### src/sv/klb_pkg.sv
// Shared constants, types and glyph class functions for the kinsoku line breaker.
package klb_pkg;

  localparam int MAX_GLYPHS = 32;
  localparam int MAX_LINES  = 64;
  localparam int CP_W       = 21;
  localparam int ADV_W      = 22;
  localparam int GADDR_W    = $clog2(MAX_GLYPHS);
  localparam int CNT_W      = $clog2(MAX_GLYPHS + 1);
  localparam int LADDR_W    = $clog2(MAX_LINES);
  localparam int LCNT_W     = $clog2(MAX_LINES + 1);
  localparam int EXT_W      = ADV_W + GADDR_W;
  localparam int OEXT_W     = 24;
  localparam int OFS_W      = 25;
  localparam int GW         = CP_W + ADV_W;
  localparam int LW         = 2 * CNT_W + EXT_W;
  localparam int IDX_W      = 2;
  localparam int CFG_W      = 22;

  localparam logic [IDX_W-1:0] REG_WRAP  = 2'd0;
  localparam logic [IDX_W-1:0] REG_VERT  = 2'd1;
  localparam logic [IDX_W-1:0] REG_ALIGN = 2'd2;
  localparam logic [IDX_W-1:0] REG_EM    = 2'd3;

  localparam logic [1:0] ALIGN_CENTER = 2'd1;
  localparam logic [1:0] ALIGN_RIGHT  = 2'd2;

  localparam logic [ADV_W-1:0] EM_RESET = 22'd1024;

  localparam logic [CP_W-1:0] NO_START [24] = '{
    21'h3001, 21'h3002, 21'hFF0C, 21'hFF0E, 21'h30FB, 21'hFF65, 21'hFF1A, 21'hFF1B,
    21'hFF1F, 21'hFF01, 21'h3009, 21'h300B, 21'h300D, 21'h300F, 21'h3011, 21'h3015,
    21'hFF09, 21'hFF3D, 21'hFF5D, 21'h2026, 21'h2025, 21'h30FC, 21'h2019, 21'h201D
  };
  localparam logic [CP_W-1:0] NO_END [11] = '{
    21'h3008, 21'h300A, 21'h300C, 21'h300E, 21'h3010, 21'h3014,
    21'hFF08, 21'hFF3B, 21'hFF5B, 21'h2018, 21'h201C
  };

  typedef enum logic [4:0] {
    OP_LOAD, OP_INIT, OP_LOOP, OP_GLYPH, OP_K1, OP_K2, OP_K2B, OP_K3, OP_K4,
    OP_PUSHK, OP_SKIP, OP_SKIPD, OP_PULL, OP_PULLD, OP_RECOMP, OP_RLOOP,
    OP_RACC, OP_FINAL, OP_ORD, OP_OAL, OP_OEM
  } op_t;

  typedef struct packed {
    op_t  op;
    logic accept;
  } cmd_t;

  typedef struct packed {
    logic last;
    logic i_ge_n;
    logic i_lt_ls;
    logic forced;
    logic over;
    logic brk_ok;
    logic b1_lt_n;
    logic nls_b1;
    logic skip_ok;
    logic is_sp;
    logic pull_ok;
    logic nls_cp;
    logic j_le_i;
    logic k_done;
  } status_t;

  function automatic logic is_space(input logic [CP_W-1:0] c);
    return c == 21'h20 || c == 21'h09;
  endfunction

  function automatic logic is_forced(input logic [CP_W-1:0] c);
    return c == 21'h0A || c == 21'h0D;
  endfunction

  function automatic logic is_opp(input logic [CP_W-1:0] c);
    return is_space(c) || (c >= 21'h3040 && c <= 21'h30FF) ||
           (c >= 21'h4E00 && c <= 21'h9FFF) || (c >= 21'h3400 && c <= 21'h4DBF) ||
           (c >= 21'hF900 && c <= 21'hFAFF) || (c >= 21'hFF00 && c <= 21'hFFEF);
  endfunction

  function automatic logic no_start(input logic [CP_W-1:0] c);
    logic hit;
    hit = 1'b0;
    for (int k = 0; k < 24; k++) hit = hit | (NO_START[k] == c);
    hit = hit || (c >= 21'h3041 && c <= 21'h3043) || (c >= 21'h3045 && c <= 21'h3049) ||
          c == 21'h3063 || c == 21'h308E || (c >= 21'h3083 && c <= 21'h3087) ||
          (c >= 21'h30A1 && c <= 21'h30A3) || (c >= 21'h30A5 && c <= 21'h30A9) ||
          c == 21'h30C3 || c == 21'h30EE || (c >= 21'h30E3 && c <= 21'h30E7) ||
          c == 21'h30F5 || c == 21'h30F6;
    return hit;
  endfunction

  function automatic logic no_end(input logic [CP_W-1:0] c);
    logic hit;
    hit = 1'b0;
    for (int k = 0; k < 11; k++) hit = hit | (NO_END[k] == c);
    return hit;
  endfunction

endpackage

### src/sv/klb_ram.sv
// Generic simple dual-port RAM with registered read.
module klb_ram #(
  parameter int WIDTH = 8,
  parameter int DEPTH = 32
) (
  input  logic                     clk,
  input  logic                     we,
  input  logic [$clog2(DEPTH)-1:0] waddr,
  input  logic [WIDTH-1:0]         wdata,
  input  logic [$clog2(DEPTH)-1:0] raddr,
  output logic [WIDTH-1:0]         rdata
);
  logic [WIDTH-1:0] mem [DEPTH];

  always_ff @(posedge clk) begin
    if (we) mem[waddr] <= wdata;
    rdata <= mem[raddr];
  end
endmodule

### src/sv/klb_ctrl.sv
// Sequencer for load, greedy layout with kinsoku and line readout.
module klb_ctrl (
  input  logic             clk,
  input  logic             rst,
  input  logic             start,
  input  klb_pkg::status_t st,
  output klb_pkg::cmd_t    cmd,
  output logic             busy
);
  typedef enum logic [4:0] {
    S_IDLE, S_INIT, S_LOOP, S_GLYPH, S_K1, S_K2, S_K2B, S_K3, S_K4, S_PUSHK,
    S_SKIP, S_SKIPD, S_PULL, S_PULLD, S_RECOMP, S_RLOOP, S_RACC, S_FINAL,
    S_ORD, S_OAL, S_OEM
  } state_t;

  state_t state, state_next;

  always_comb begin
    cmd.accept = (state == S_IDLE) && start;
    case (state)
      S_IDLE:   cmd.op = klb_pkg::OP_LOAD;
      S_INIT:   cmd.op = klb_pkg::OP_INIT;
      S_LOOP:   cmd.op = klb_pkg::OP_LOOP;
      S_GLYPH:  cmd.op = klb_pkg::OP_GLYPH;
      S_K1:     cmd.op = klb_pkg::OP_K1;
      S_K2:     cmd.op = klb_pkg::OP_K2;
      S_K2B:    cmd.op = klb_pkg::OP_K2B;
      S_K3:     cmd.op = klb_pkg::OP_K3;
      S_K4:     cmd.op = klb_pkg::OP_K4;
      S_PUSHK:  cmd.op = klb_pkg::OP_PUSHK;
      S_SKIP:   cmd.op = klb_pkg::OP_SKIP;
      S_SKIPD:  cmd.op = klb_pkg::OP_SKIPD;
      S_PULL:   cmd.op = klb_pkg::OP_PULL;
      S_PULLD:  cmd.op = klb_pkg::OP_PULLD;
      S_RECOMP: cmd.op = klb_pkg::OP_RECOMP;
      S_RLOOP:  cmd.op = klb_pkg::OP_RLOOP;
      S_RACC:   cmd.op = klb_pkg::OP_RACC;
      S_FINAL:  cmd.op = klb_pkg::OP_FINAL;
      S_ORD:    cmd.op = klb_pkg::OP_ORD;
      S_OAL:    cmd.op = klb_pkg::OP_OAL;
      S_OEM:    cmd.op = klb_pkg::OP_OEM;
      default:  cmd.op = klb_pkg::OP_LOAD;
    endcase
  end

  always_comb begin
    state_next = state;
    case (state)
      S_IDLE:   if (start && st.last) state_next = S_INIT;
      S_INIT:   state_next = S_LOOP;
      S_LOOP:   if (st.i_ge_n) state_next = S_FINAL;
                else if (!st.i_lt_ls) state_next = S_GLYPH;
      S_GLYPH:  if (!st.forced && st.over && st.brk_ok) state_next = S_K1;
                else state_next = S_LOOP;
      S_K1:     state_next = st.b1_lt_n ? S_K2 : S_K3;
      S_K2:     state_next = st.nls_b1 ? S_K2B : S_K3;
      S_K2B:    state_next = S_K3;
      S_K3:     state_next = S_K4;
      S_K4:     state_next = S_PUSHK;
      S_PUSHK:  state_next = S_SKIP;
      S_SKIP:   state_next = st.skip_ok ? S_SKIPD : S_PULL;
      S_SKIPD:  state_next = st.is_sp ? S_SKIP : S_PULL;
      S_PULL:   state_next = st.pull_ok ? S_PULLD : S_RECOMP;
      S_PULLD:  state_next = st.nls_cp ? S_PULL : S_RECOMP;
      S_RECOMP: state_next = S_RLOOP;
      S_RLOOP:  state_next = st.j_le_i ? S_RACC : S_LOOP;
      S_RACC:   state_next = S_RLOOP;
      S_FINAL:  state_next = S_ORD;
      S_ORD:    state_next = st.k_done ? S_IDLE : S_OAL;
      S_OAL:    state_next = S_OEM;
      S_OEM:    state_next = S_ORD;
      default:  state_next = S_IDLE;
    endcase
  end

  always_ff @(posedge clk) begin
    if (rst) begin
      state <= S_IDLE;
      busy  <= 1'b0;
    end else begin
      state <= state_next;
      busy  <= (state_next != S_IDLE);
    end
  end

  a_busy_state: assert property (@(posedge clk) disable iff (rst)
    busy == (state != S_IDLE)) else $error("busy out of step with state");
  a_out_seq: assert property (@(posedge clk) disable iff (rst)
    state == S_OAL |=> state == S_OEM ##1 state == S_ORD)
    else $error("line readout sequence broken");
  a_accept_idle: assert property (@(posedge clk) disable iff (rst)
    cmd.accept |-> !busy) else $error("transaction taken while busy");
endmodule

### src/sv/klb_dpath.sv
// Glyph store, layout registers, line table and result registers.
module klb_dpath (
  input  logic                         clk,
  input  logic                         rst,
  input  klb_pkg::cmd_t                cmd,
  output klb_pkg::status_t             st,
  input  logic                         cfg_write,
  input  logic [klb_pkg::IDX_W-1:0]    cfg_index,
  input  logic [klb_pkg::CFG_W-1:0]    cfg_data,
  input  logic [klb_pkg::CP_W-1:0]     codepoint,
  input  logic [klb_pkg::ADV_W-1:0]    advance,
  input  logic                         last_glyph,
  output logic                         line_valid,
  output logic [klb_pkg::CNT_W-1:0]    line_start,
  output logic [klb_pkg::CNT_W-1:0]    line_end,
  output logic [klb_pkg::OEXT_W-1:0]   line_extent,
  output logic signed [klb_pkg::OFS_W-1:0] align_offset,
  output logic                         last_line
);
  localparam int CNT_W = klb_pkg::CNT_W;
  localparam int EXT_W = klb_pkg::EXT_W;
  localparam int DW    = EXT_W + 2;

  logic [klb_pkg::ADV_W-1:0] wrap_extent, em_size;
  logic                      vertical_mode;
  logic [1:0]                align_mode;

  logic [CNT_W-1:0] gcnt, n, ls, i, b, j;
  logic [klb_pkg::LCNT_W-1:0] lc, k;
  logic [EXT_W-1:0] run, atb, w, last_ext;
  logic [CNT_W-1:0] last_start;
  logic             hb;

  // glyph store
  logic                          gwe;
  logic [klb_pkg::GADDR_W-1:0]   graddr;
  logic [klb_pkg::GW-1:0]        grdata;
  logic [klb_pkg::CP_W-1:0]      cp;
  logic [klb_pkg::ADV_W-1:0]     a;

  assign gwe = cmd.accept && (gcnt < CNT_W'(klb_pkg::MAX_GLYPHS));

  klb_ram #(.WIDTH(klb_pkg::GW), .DEPTH(klb_pkg::MAX_GLYPHS)) u_glyphs (
    .clk(clk), .we(gwe), .waddr(gcnt[klb_pkg::GADDR_W-1:0]),
    .wdata({codepoint, advance}), .raddr(graddr), .rdata(grdata)
  );

  assign cp = grdata[klb_pkg::GW-1:klb_pkg::ADV_W];
  assign a  = (vertical_mode && grdata[klb_pkg::ADV_W-1:0] == '0) ? em_size
                                                              : grdata[klb_pkg::ADV_W-1:0];

  always_comb begin
    case (cmd.op)
      klb_pkg::OP_K1:    graddr = klb_pkg::GADDR_W'(b + 1'b1);
      klb_pkg::OP_K2,
      klb_pkg::OP_K3:    graddr = b[klb_pkg::GADDR_W-1:0];
      klb_pkg::OP_SKIP,
      klb_pkg::OP_PULL:  graddr = ls[klb_pkg::GADDR_W-1:0];
      klb_pkg::OP_RLOOP: graddr = j[klb_pkg::GADDR_W-1:0];
      default:           graddr = i[klb_pkg::GADDR_W-1:0];
    endcase
  end

  // glyph-level status
  logic [EXT_W-1:0] run_new;
  logic             opp, hb_new;
  logic [CNT_W-1:0] b_new;

  assign run_new = run + EXT_W'(a);
  assign opp     = klb_pkg::is_opp(cp);
  assign hb_new  = hb | opp;
  assign b_new   = opp ? i : b;

  always_comb begin
    st.last    = last_glyph;
    st.i_ge_n  = i >= n;
    st.i_lt_ls = i < ls;
    st.forced  = klb_pkg::is_forced(cp);
    st.over    = (wrap_extent != '0) && (run_new > EXT_W'(wrap_extent));
    st.brk_ok  = hb_new && (b_new >= ls);
    st.b1_lt_n = CNT_W'(b + 1'b1) < n;
    st.nls_b1  = klb_pkg::no_start(cp) && (b > ls);
    st.skip_ok = !vertical_mode && (ls < n);
    st.is_sp   = klb_pkg::is_space(cp);
    st.pull_ok = (ls < n) && (lc != '0);
    st.nls_cp  = klb_pkg::no_start(cp);
    st.j_le_i  = j <= i;
    st.k_done  = k >= lc;
  end

  // line table writes: new lines and pull-in updates of the last line
  logic             push_en, push_ok, pull_en;
  logic [CNT_W-1:0] push_s, push_e;
  logic [EXT_W-1:0] push_w;
  logic             lwe;
  logic [klb_pkg::LADDR_W-1:0] lwaddr;
  logic [klb_pkg::LW-1:0]      lwdata, lrdata;

  always_comb begin
    push_en = 1'b0;
    push_s  = ls;
    push_e  = i;
    push_w  = run;
    case (cmd.op)
      klb_pkg::OP_GLYPH: push_en = st.forced || (st.over && !st.brk_ok);
      klb_pkg::OP_PUSHK: begin
        push_en = 1'b1;
        push_e  = CNT_W'(b + 1'b1);
        push_w  = w;
      end
      klb_pkg::OP_FINAL: begin
        push_en = ls < n;
        push_e  = n;
      end
      default: push_en = 1'b0;
    endcase
    push_ok = push_en && (lc < klb_pkg::LCNT_W'(klb_pkg::MAX_LINES));
    pull_en = (cmd.op == klb_pkg::OP_PULLD) && st.nls_cp;
    if (pull_en) begin
      lwaddr = klb_pkg::LADDR_W'(lc - 1'b1);
      lwdata = {last_start, CNT_W'(ls + 1'b1), last_ext + EXT_W'(a)};
    end else begin
      lwaddr = lc[klb_pkg::LADDR_W-1:0];
      lwdata = {push_s, push_e, push_w};
    end
    lwe = push_ok || pull_en;
  end

  klb_ram #(.WIDTH(klb_pkg::LW), .DEPTH(klb_pkg::MAX_LINES)) u_lines (
    .clk(clk), .we(lwe), .waddr(lwaddr), .wdata(lwdata),
    .raddr(k[klb_pkg::LADDR_W-1:0]), .rdata(lrdata)
  );

  // alignment of the line read back
  logic [EXT_W-1:0]      r_ext;
  logic signed [DW-1:0]  d, dsel;

  assign r_ext = lrdata[EXT_W-1:0];
  assign d     = $signed({2'b00, EXT_W'(wrap_extent)}) - $signed({2'b00, r_ext});

  always_comb begin
    if (vertical_mode || wrap_extent == '0) dsel = '0;
    else if (align_mode == klb_pkg::ALIGN_CENTER) dsel = d >>> 1;
    else if (align_mode == klb_pkg::ALIGN_RIGHT) dsel = d;
    else dsel = '0;
  end

  always_ff @(posedge clk) begin
    if (rst) begin
      wrap_extent   <= '0;
      vertical_mode <= 1'b0;
      align_mode    <= '0;
      em_size       <= klb_pkg::EM_RESET;
      gcnt          <= '0;
      line_valid    <= 1'b0;
    end else begin
      if (cfg_write) begin
        case (cfg_index)
          klb_pkg::REG_WRAP:  wrap_extent   <= cfg_data;
          klb_pkg::REG_VERT:  vertical_mode <= cfg_data[0];
          klb_pkg::REG_ALIGN: align_mode    <= cfg_data[1:0];
          klb_pkg::REG_EM:    em_size       <= cfg_data;
          default:            wrap_extent   <= wrap_extent;
        endcase
      end
      line_valid <= (cmd.op == klb_pkg::OP_OAL);
      if (gwe) gcnt <= gcnt + 1'b1;
      if (cmd.op == klb_pkg::OP_ORD && st.k_done) gcnt <= '0;
    end
  end

  // layout registers: control is sequenced, so no reset is needed here
  always_ff @(posedge clk) begin
    if (cmd.accept && last_glyph) n <= gwe ? CNT_W'(gcnt + 1'b1) : gcnt;
    if (push_ok) begin
      lc         <= lc + 1'b1;
      last_start <= push_s;
      last_ext   <= push_w;
    end
    case (cmd.op)
      klb_pkg::OP_INIT: begin
        ls  <= '0;
        i   <= '0;
        run <= '0;
        hb  <= 1'b0;
        lc  <= '0;
      end
      klb_pkg::OP_LOOP: if (!st.i_ge_n && st.i_lt_ls) i <= i + 1'b1;
      klb_pkg::OP_GLYPH: begin
        if (st.forced) begin
          ls  <= CNT_W'(i + 1'b1);
          run <= '0;
          hb  <= 1'b0;
          i   <= i + 1'b1;
        end else if (st.over && !st.brk_ok) begin
          // no usable break: the glyph opens the next line
          ls  <= i;
          run <= EXT_W'(a);
          hb  <= 1'b0;
          i   <= i + 1'b1;
        end else begin
          run <= run_new;
          if (opp) begin
            hb  <= 1'b1;
            b   <= i;
            atb <= run_new;
          end
          if (!st.over) i <= i + 1'b1;
        end
      end
      klb_pkg::OP_K1:  w <= atb;
      klb_pkg::OP_K2B: begin
        w <= w - EXT_W'(a);
        b <= b - 1'b1;
      end
      klb_pkg::OP_K4: if (klb_pkg::no_end(cp) && b > ls) begin
        w <= w - EXT_W'(a);
        b <= b - 1'b1;
      end
      klb_pkg::OP_PUSHK: ls <= CNT_W'(b + 1'b1);
      klb_pkg::OP_SKIPD: if (st.is_sp) ls <= ls + 1'b1;
      klb_pkg::OP_PULLD: if (pull_en) begin
        last_ext <= last_ext + EXT_W'(a);
        ls       <= ls + 1'b1;
      end
      klb_pkg::OP_RECOMP: begin
        run <= '0;
        j   <= ls;
      end
      klb_pkg::OP_RLOOP: if (!st.j_le_i) begin
        hb <= 1'b0;
        i  <= i + 1'b1;
      end
      klb_pkg::OP_RACC: begin
        run <= run + EXT_W'(a);
        j   <= j + 1'b1;
      end
      klb_pkg::OP_FINAL: k <= '0;
      klb_pkg::OP_OAL: begin
        line_start  <= lrdata[klb_pkg::LW-1 -: CNT_W];
        line_end    <= lrdata[EXT_W +: CNT_W];
        line_extent <= (r_ext[EXT_W-1:klb_pkg::OEXT_W] != '0) ? '1
                                                              : r_ext[klb_pkg::OEXT_W-1:0];
        if (dsel > $signed(DW'((1 << (klb_pkg::OFS_W - 1)) - 1)))
          align_offset <= {1'b0, {(klb_pkg::OFS_W-1){1'b1}}};
        else if (dsel < -$signed(DW'(1 << (klb_pkg::OFS_W - 1))))
          align_offset <= {1'b1, {(klb_pkg::OFS_W-1){1'b0}}};
        else
          align_offset <= dsel[klb_pkg::OFS_W-1:0];
        last_line   <= (klb_pkg::LCNT_W'(k + 1'b1) == lc);
      end
      klb_pkg::OP_OEM: k <= k + 1'b1;
      default: ;
    endcase
  end

  a_strobe_single: assert property (@(posedge clk) disable iff (rst)
    line_valid |=> !line_valid) else $error("result strobe held two cycles");
  a_range: assert property (@(posedge clk) disable iff (rst)
    line_valid |-> line_end >= line_start) else $error("line range reversed");
  a_count_cap: assert property (@(posedge clk) disable iff (rst)
    gcnt <= CNT_W'(klb_pkg::MAX_GLYPHS)) else $error("glyph count overrun");
endmodule

### src/sv/kinsoku_line_breaker.sv
// Top level of the kinsoku line breaker: controller plus datapath.
// Loading takes one glyph per cycle; start is taken whenever busy is low.
// The glyph marked last starts layout: each stored glyph is read through the single
// read port of the glyph RAM, the glyphs after each kinsoku wrap are walked again,
// and the lines are then read out through the ORD, OAL and OEM states.
// Each line is shown for one cycle on line_valid; the receiver cannot stall.
// Synchronous reset clears control and configuration; the RAMs are not cleared.
module kinsoku_line_breaker (
  input  logic                           clk,
  input  logic                           rst,
  input  logic                           start,
  output logic                           busy,
  input  logic [klb_pkg::CP_W-1:0]       codepoint,
  input  logic [klb_pkg::ADV_W-1:0]      advance,
  input  logic                           last_glyph,
  input  logic                           cfg_write,
  input  logic [klb_pkg::IDX_W-1:0]      cfg_index,
  input  logic [klb_pkg::CFG_W-1:0]      cfg_data,
  output logic                           line_valid,
  output logic [klb_pkg::CNT_W-1:0]      line_start,
  output logic [klb_pkg::CNT_W-1:0]      line_end,
  output logic [klb_pkg::OEXT_W-1:0]     line_extent,
  output logic signed [klb_pkg::OFS_W-1:0] align_offset,
  output logic                           last_line
);
  // command from the sequencer, status back from the datapath
  klb_pkg::cmd_t    cmd;
  klb_pkg::status_t st;

  klb_ctrl u_ctrl (
    .clk(clk), .rst(rst), .start(start), .st(st), .cmd(cmd), .busy(busy)
  );

  // one transaction per glyph; results leave as one transaction per line
  klb_dpath u_dpath (
    .clk(clk), .rst(rst), .cmd(cmd), .st(st),
    .cfg_write(cfg_write), .cfg_index(cfg_index), .cfg_data(cfg_data),
    .codepoint(codepoint), .advance(advance), .last_glyph(last_glyph),
    .line_valid(line_valid), .line_start(line_start), .line_end(line_end),
    .line_extent(line_extent), .align_offset(align_offset), .last_line(last_line)
  );
endmodule
### config.mk
export PLATFORM = sky130hd
export DESIGN_NAME = kinsoku_line_breaker
export DESIGN_NICKNAME = d
export VERILOG_FILES = /design/src/sv/klb_pkg.sv /design/src/sv/klb_ram.sv /design/src/sv/klb_ctrl.sv /design/src/sv/klb_dpath.sv /design/src/sv/kinsoku_line_breaker.sv
export SDC_FILE = /design/constraint.sdc
export NUM_CORES = 2
export LEC_CHECK = 0
export ABC_AREA = 1
export BUFFER_PORTS_ARGS = -buffer_cell sky130_fd_sc_hd__buf_2
export CORE_UTILIZATION = 25
export CTS_BUF_LIST = sky130_fd_sc_hd__clkbuf_8
export CTS_CLUSTER_DIAMETER = 80
export CTS_CLUSTER_SIZE = 10
export DETAILED_ROUTE_END_ITERATION = 8
export PLACE_DENSITY = 0.48
export SLEW_MARGIN = 20
export SYNTH_ARGS = -nofsm -noshare
export SYNTH_HDL_FRONTEND = slang
export SYNTH_SLANG_ARGS = --single-unit
### constraint.sdc
create_clock -name clk -period 7 [get_ports clk]
set_input_delay 1.4 -clock clk [delete_from_list [all_inputs] [get_ports clk]]
set_output_delay 1.4 -clock clk [all_outputs]
set_load 0.05 [all_outputs]
Word level (Yosys, flattened, before mapping) --
Memory sizes are Yosys's and may differ from the RTL's. A register that Yosys moved wholly into a read port is not among the register bits. Cells that the tools add are included.
Word-level totals: register bits after elaboration 281, memory bits (writable) 3872, ROM bits 160, bits of input ports 72, logic and storage cells 362, memories kept 3
Memory list:
- u_dpath.u_lines.mem | depth 64, bits a word 39, rd ports 1, clocked after Yosys merged registers in 1, write ports 1, line klb_ram.sv:13 | logic [WIDTH-1:0] mem [DEPTH];
- u_dpath.u_glyphs.mem | depth 32, bits a word 43, rd ports 1, clocked after Yosys merged registers in 1, write ports 1, line klb_ram.sv:13
- (name not given) | depth 32, bits a word 5, rd ports 1, clocked after Yosys merged registers in 1, write ports 0, line klb_ctrl.sv:20 | case (state)
Cells by class: add/subtract/negate cells 13, magnitude comparators 35, equality and inequality tests 101, muxes and demuxes 61, bitwise logic cells 36, reductions and logical operators 87
Operator list (number):
- 14-bit by 21-bit == test with 1-bit output, first input constant | 22
- 16-bit by 21-bit == test with 1-bit output, first input constant | 13
- 27-bit two-way mux | 7
- 21-bit by 14-bit >= comparator with 1-bit output, second input constant | 8
- 27-bit case mux with 3 select lines | 2
- 21-bit by 14-bit less-or-equal comparator with 1-bit output, second input constant | 7
- 21-bit by 14-bit == test with 1-bit output, second input constant | 6
- 5-bit case mux with 19 select lines | 1
- 6-bit two-way mux | 15
- 29-bit two-way mux | 3
- 5-bit by 4-bit == test with 1-bit output, second input constant | 16
- 21-bit by 4-bit == test with 1-bit output, second input constant | 3
- 21-bit by 16-bit less-or-equal comparator with 1-bit output, second input constant | 3
- 27-bit by 22-bit adder with 27-bit output | 2
- 5-bit == test, second input constant | 10
- 22-bit zero test | 2
- 21-bit by 16-bit >= comparator with 1-bit output, second input constant | 2
- 5-bit by 3-bit == test with 1-bit output, second input constant | 8
- 39-bit two-way mux | 1
- 1-bit OR | 34
- 6-bit by 1-bit adder with 6-bit output, second input constant | 5
- 5-bit two-way mux | 6
- 6-bit case mux with 5 select lines | 1
- 29-bit by 25-bit greater-than comparator with 1-bit output, second input constant | 1
- 53 further kinds | 155

Depth between registers and ports, before layout --
depth after elaboration 40, depth in mapped cells 40, depth with buffers taken out 38

By module --
A second synthesis with hierarchy kept.
Second synthesis, totals: cells, all modules 16025, area total of the unflattened synthesis 179300.7 um^2
Modules (own cells, without submodules):
- klb_ram at u_dpath.u_lines | instances 1, cells each 8234, area each 101092.0 um^2
- klb_ram at u_dpath.u_glyphs | instances 1, cells each 4734, area each 56380.3 um^2
- klb_dpath | instances 1, cells each 2930, area each 21112.7 um^2
- klb_ctrl | instances 1, cells each 127, area each 715.7 um^2

Worst setup path after synthesis --
No wires, ideal clock.
path type register to register, from reg u_dpath.u_glyphs.rdata[14] (read register of u_dpath.u_glyphs.mem), to mem u_dpath.u_lines.mem[15][0] in the netlist's numbering (enable), arrival 6572 ps, data required time 6565 ps, path slack -7 ps, cell stages (with the launch flop) 36, buffers on the path 1, clock period less this slack 7007 ps, cells stage by stage dfxtp_1 -> or4_1 -> nor4_1 -> nand3_1 -> o21ai_0 -> ha_1 -> inv_1 -> fa_1 -> inv_1 -> nand3_1 -> nand2_1 -> nand2_1 -> nand2_1 -> a31oi_1 -> o311ai_0 -> xnor2_1 -> inv_1 -> ha_1 -> nand2_1 -> inv_1 -> nand3_1 -> nor3_1 -> nand2_1 -> nand2_1 -> nand3_1 -> nor2_1 -> nand3_1 -> nand3_1 -> nand2_1 -> nand2_1 -> nand2_2 -> nand2_2 -> nand2_4 -> buf_6 -> nand2_2 -> nor2_1
Between the ends: longest elaborated chain between the ends 13
Ends and longest elaborated chain:
- start, declared | line klb_ram.sv:11 | output logic [WIDTH-1:0] rdata
- 22-bit zero test | line klb_dpath.sv:49 | assign a = (vertical_mode && grdata[klb_pkg::ADV_W-1:0] == '0) ? em_size
- 1-bit logical AND | line klb_dpath.sv:49
- 22-bit two-way mux * | line klb_dpath.sv:49
- 27-bit by 22-bit adder with 27-bit output * | line klb_dpath.sv:69 | assign run_new = run + EXT_W'(a);
- named net u_dpath.run_new[20] | line klb_dpath.sv:65 | logic [EXT_W-1:0] run_new;
- 27-bit by 22-bit greater-than comparator with 1-bit output * | line klb_dpath.sv:79 | st.over = (wrap_extent != '0) && (run_new > EXT_W'(wrap_extent));
- 1-bit logical AND * | line klb_dpath.sv:79
- 1-bit logical AND * | line klb_dpath.sv:105 | klb_pkg::OP_GLYPH: push_en = st.forced || (st.over && !st.brk_ok);
- 1-bit logical OR * | line klb_dpath.sv:105
- 1-bit case mux with 3 select lines * | line klb_dpath.sv:104 | case (cmd.op)
- 1-bit logical AND * | line klb_dpath.sv:117 | push_ok = push_en && (lc < klb_pkg::LCNT_W'(klb_pkg::MAX_LINES));
- 1-bit logical OR * | line klb_dpath.sv:126 | lwe = push_ok || pull_en;
- 1-bit two-way mux * | line klb_ram.sv:16 | if (we) mem[waddr] <= wdata;
- 1-bit two-way mux (implied by the code) * | line klb_ram.sv:16
- end, declared | line klb_ram.sv:13
Mark *: on every way through the listed nets, which the timed path passes. The rest lies on a longest branch.

Final worst setup path --
from reg u_dpath.u_glyphs.rdata[9] (read register of u_dpath.u_glyphs.mem), to mem u_dpath.u_lines.mem[1][20] in the netlist's numbering (enable)
Between the ends: longest elaborated chain between the ends 13
Ends and longest elaborated chain (line):
- 22-bit zero test | klb_dpath.sv:49
- 1-bit logical AND | klb_dpath.sv:49
- 22-bit two-way mux | klb_dpath.sv:49
- 27-bit by 22-bit adder with 27-bit output | klb_dpath.sv:69
- named net u_dpath.run_new[7] | klb_dpath.sv:65
- 27-bit by 22-bit greater-than comparator with 1-bit output | klb_dpath.sv:79
- 1-bit logical AND | klb_dpath.sv:79
- 1-bit logical AND | klb_dpath.sv:105
- 1-bit logical OR | klb_dpath.sv:105
- 1-bit case mux with 3 select lines | klb_dpath.sv:104
- 1-bit logical AND | klb_dpath.sv:117
- 1-bit logical OR | klb_dpath.sv:126
- 1-bit two-way mux | klb_ram.sv:16
- 1-bit two-way mux (implied by the code) | klb_ram.sv:16
The timed path passes the listed nets, and every way through them passes these cells.

==> metrics <==
WHS Endpoint=u_dpath.line_start[2]; fin crit period=6.611 ns; Area Overhead vs Synth=13.45%; drt initial violations=13380; Detail Route Antenna Nets=0; I/O pin cnt=136; crit path max fanout=14; DRC=0; critical path arrival=7.55 ns; Hold Fails Final Rpt=0; fraction of layout cells with a size suffix above 1=0.1255; synthesized cell area=0.1722 mm²; Vias/cell=4.945; Final Skew=0.1730 ns; Num CTS Buffers=466; H-Tree Depth=5; Ys Warns=0; Most used DFF post-synth=edfxtp_1; GRT Total Usage=0.1625; clk slew on worst S/H paths=0.08 ns; number of distinct library cells after synthesis=64; Net Sw Power=24.38 mW; crit share post-route=0.9445; maximum clock rate=151.3 MHz; num rows=304; syn avg cell area=13.21 µm²; Most common cell on crit path=nand3_1; Vias=112200; final wirelength=590300 µm; first-pass GRT wire length=828500 µm; slowest CP cell=xor2_1; Worst Setup SP=u_dpath.u_glyphs.rdata[9]; clk buf depth=4; P_int=42.31 mW; endpoints failing setup=0; area leader, netlist=edfxtp_1; GPL Wtd Cong=0.8631; PwrDens=341.4 mW/mm²; pin count of the biggest net entering global routing=209; outcome=completed; Seq pwr share=0.466; area post-placement=0.1875 mm²; worst r2r src=u_dpath.u_glyphs.rdata[9]; asr flop ratio synth=0; Setup Crit Path Kind=reg -> reg; Initial Util=0.2511; synth top area cells=edfxtp_1 71%, a21oi_1 4.3%, nand2_1 3.3%; Seq/Total Area, Yosys=0.7289; fin. max-slew vios=0; vias in the first global route=107800; flops & latches, synth=4240; Worst Hold Depth=0; hold wc startpoint=u_dpath.u_lines.rdata[35]; post-synth top area share=0.7079; final worst setup slack=0.3887 ns; Syn Nets=13280; CP Capture Type=flip-flop; Die ar.=0.6921 mm²; Clk pwr share=0.228; r2r setup slk=0.39 ns; CTS tree=yes; Worst slew margin=0.1783; Lkg Pwr=61.57 nW; CP peak stage delay=0.58 ns; PortBufs=135; Design Area, Final=0.1954 mm²; DIE WIDTH=831.9 µm; Post-synth EDFFs=4059; CP Launch Type=flip-flop; hold buffers post-CTS=0; cells after synthesis=13030; maximum vdd ir drop=0.3619 mV; Setup WS pre-CTS=0.2057 ns; HPWL Detailed=351600 µm; Core Box Area=0.6858 mm²; FF-to-FF End=u_dpath.u_lines.mem[1][20]; switching share of power=0.3655; # nets final=13520; Hold Path Class=reg -> reg; R2R cell count=34; max_cap viols=0; Num Clock Sinks=4240; clk_lat worst skew=1.29 ns; initial antenna violation count=57; GRT overflow=0; Worst Path Required=7.94 ns; Avg WL per Cell=26.03 µm; number of iterations in the first detailed-routing pass=8; Root Buffer=clkbuf_8; Comb pwr share=0.306; Die Span Y=831.9 µm; Worst-Margin Slew=1.233 ns
==> flip-flops by register name (all words and copies together) (netlist names), 24 cells and up <==
name	count
u_dpath.w	27
u_dpath.u_lines.mem	2496
u_dpath.run	27
u_dpath.align_offset	25
u_dpath.u_lines.rdata	39
u_dpath.u_glyphs.rdata	43
u_dpath.line_extent	24
u_dpath.u_glyphs.mem	1376
u_dpath.last_ext	27
u_dpath.atb	27
==> kinds of logic (layout without fill, tap and decap cells) <==
logic type | after synthesis | count (layout) | synth area share
adder cells (fa/ha/maj) | 173 | 173 | 0.01275
other | 0 | 26 | 0
flip-flops | 4240 | 4240 | 0.7289
AND/OR/NAND/NOR | 3381 | 3381 | 0.08583
buffers and inverters | 1291 | 1733 | 0.02936
AO/OA/AOI/OAI | 3862 | 3862 | 0.1388
XOR/XNOR | 86 | 86 | 0.004374
==> power groups by stage <==
stage	combinational [mW]	sequential (mW)	clock [mW]
final	20.4	31.1	15.2
after global routing	22.1	31.1	16.5
after CTS	20.3	31.1	15.6
after detailed placement	20.2	31.6	0
after global placement	20.3	31.6	0
after floorplan	11.1	31.5	0
==> synthesized netlist by cell type, drive strengths merged, types with 179 or more instances <==
cell type and count:
dfxtp 181, o211ai 724, nand3 598, clkbuf 664, or2 381, edfxtp 4059
o221ai 633, buf 179, o21ai 880, inv 442, a21oi 1478, nor2 749
nand2 1531
==> metrics by stage <==
step	power (mW)	std cells	setup TNS, ns	hold slack, ns	utilization
6_report	66.69	22680	0	0.3954	0.2849
5_1_grt	69.69	22660	-0.1069	0.3395	0.2848
3_3_place_gp	51.94	21960	-15.01	0.3886	0.2732
2_1_floorplan	42.64	13030	-1.101	0.3855	-
3_5_place_dp	51.86	21970	0	0.3887	0.2735
4_1_cts	66.94	22640	0	0.2679	0.2843
==> repair_timing <==
item	CTS	global route
resized for setup	0	33
buffers inserted	0	14
endpoints found under the setup margin	0	2527
==> cell type report <==
type	instances	area [µm²]
diodes	26	65.06
clock buffers	471	6482
clock inverters	196	952.2
fillers	69560	490400
inverters	448	1764
multi-input cells	7502	42810
flip-flops and latches	4240	125500
well taps	9180	11490
repair buffers	618	6286
==> placed cells by master (no fill, tap or decap), drive strengths merged, types with 3 or more instances in the layout <==
cell type,instances
edfxtp,4059
nand2,1531
a21oi,1478
o21ai,880
nor2,749
o211ai,724
o221ai,633
inv,619
buf,616
nand3,598
clkbuf,473
or2,381
dfxtp,181
ha,169
xor2,53
nand4,49
o21a,47
nor3,46
xnor2,33
diode,26
a31oi,22
nor4,17
o22ai,16
clkinvlp,14
a21o,9
clkinv,9
a211oi,8
a21boi,8
o2111ai,7
a221oi,6
o21bai,5
fa,4
and3,3
nand3b,3
o31ai,3
o311ai,3
==> metal layers <==
layer	global-route usage	part of all wire	vias to the layer above	routed length, µm
met2	0.2518	0.45	4020	264800
met4	0.04425	0.029	26	17230
met3	0.02595	0.067	799	39820
met5	0	0.00028	-	163
met1	0.2356	0.45	57530	268300
li1	-	-	49780	-
==> worst max-delay path by stage <==
| stage | to | slack, ns |
|---|---|---|
| 6_report | u_dpath.u_lines.mem[1][20] | 0.39 |
| 5_1_grt | u_dpath.u_lines.mem[1][20] | -0.02 |
| 4_1_cts | u_dpath.u_lines.mem[2][33] | 0.06 |
| 3_5_place_dp | u_dpath.u_lines.mem[57][5] | 0.21 |
| 3_3_place_gp | u_dpath.u_lines.mem[8][26] | -0.16 |
| 2_1_floorplan | u_dpath.u_lines.mem[15][0] | -0.007 |
==> worst max-delay path: cells and delay by family (launching register included) <==
family                     cells  cell delay, ns
and+or+nand+nor               23            3.28
buffers and inverters          7            1.25
xor gates and xnor gates       1            0.58
adders and majority gates      2            0.52
DFF                            1            0.33
AOI/OAI and AO/OA              1            0.24
Power figures use the tool's default switching activity.
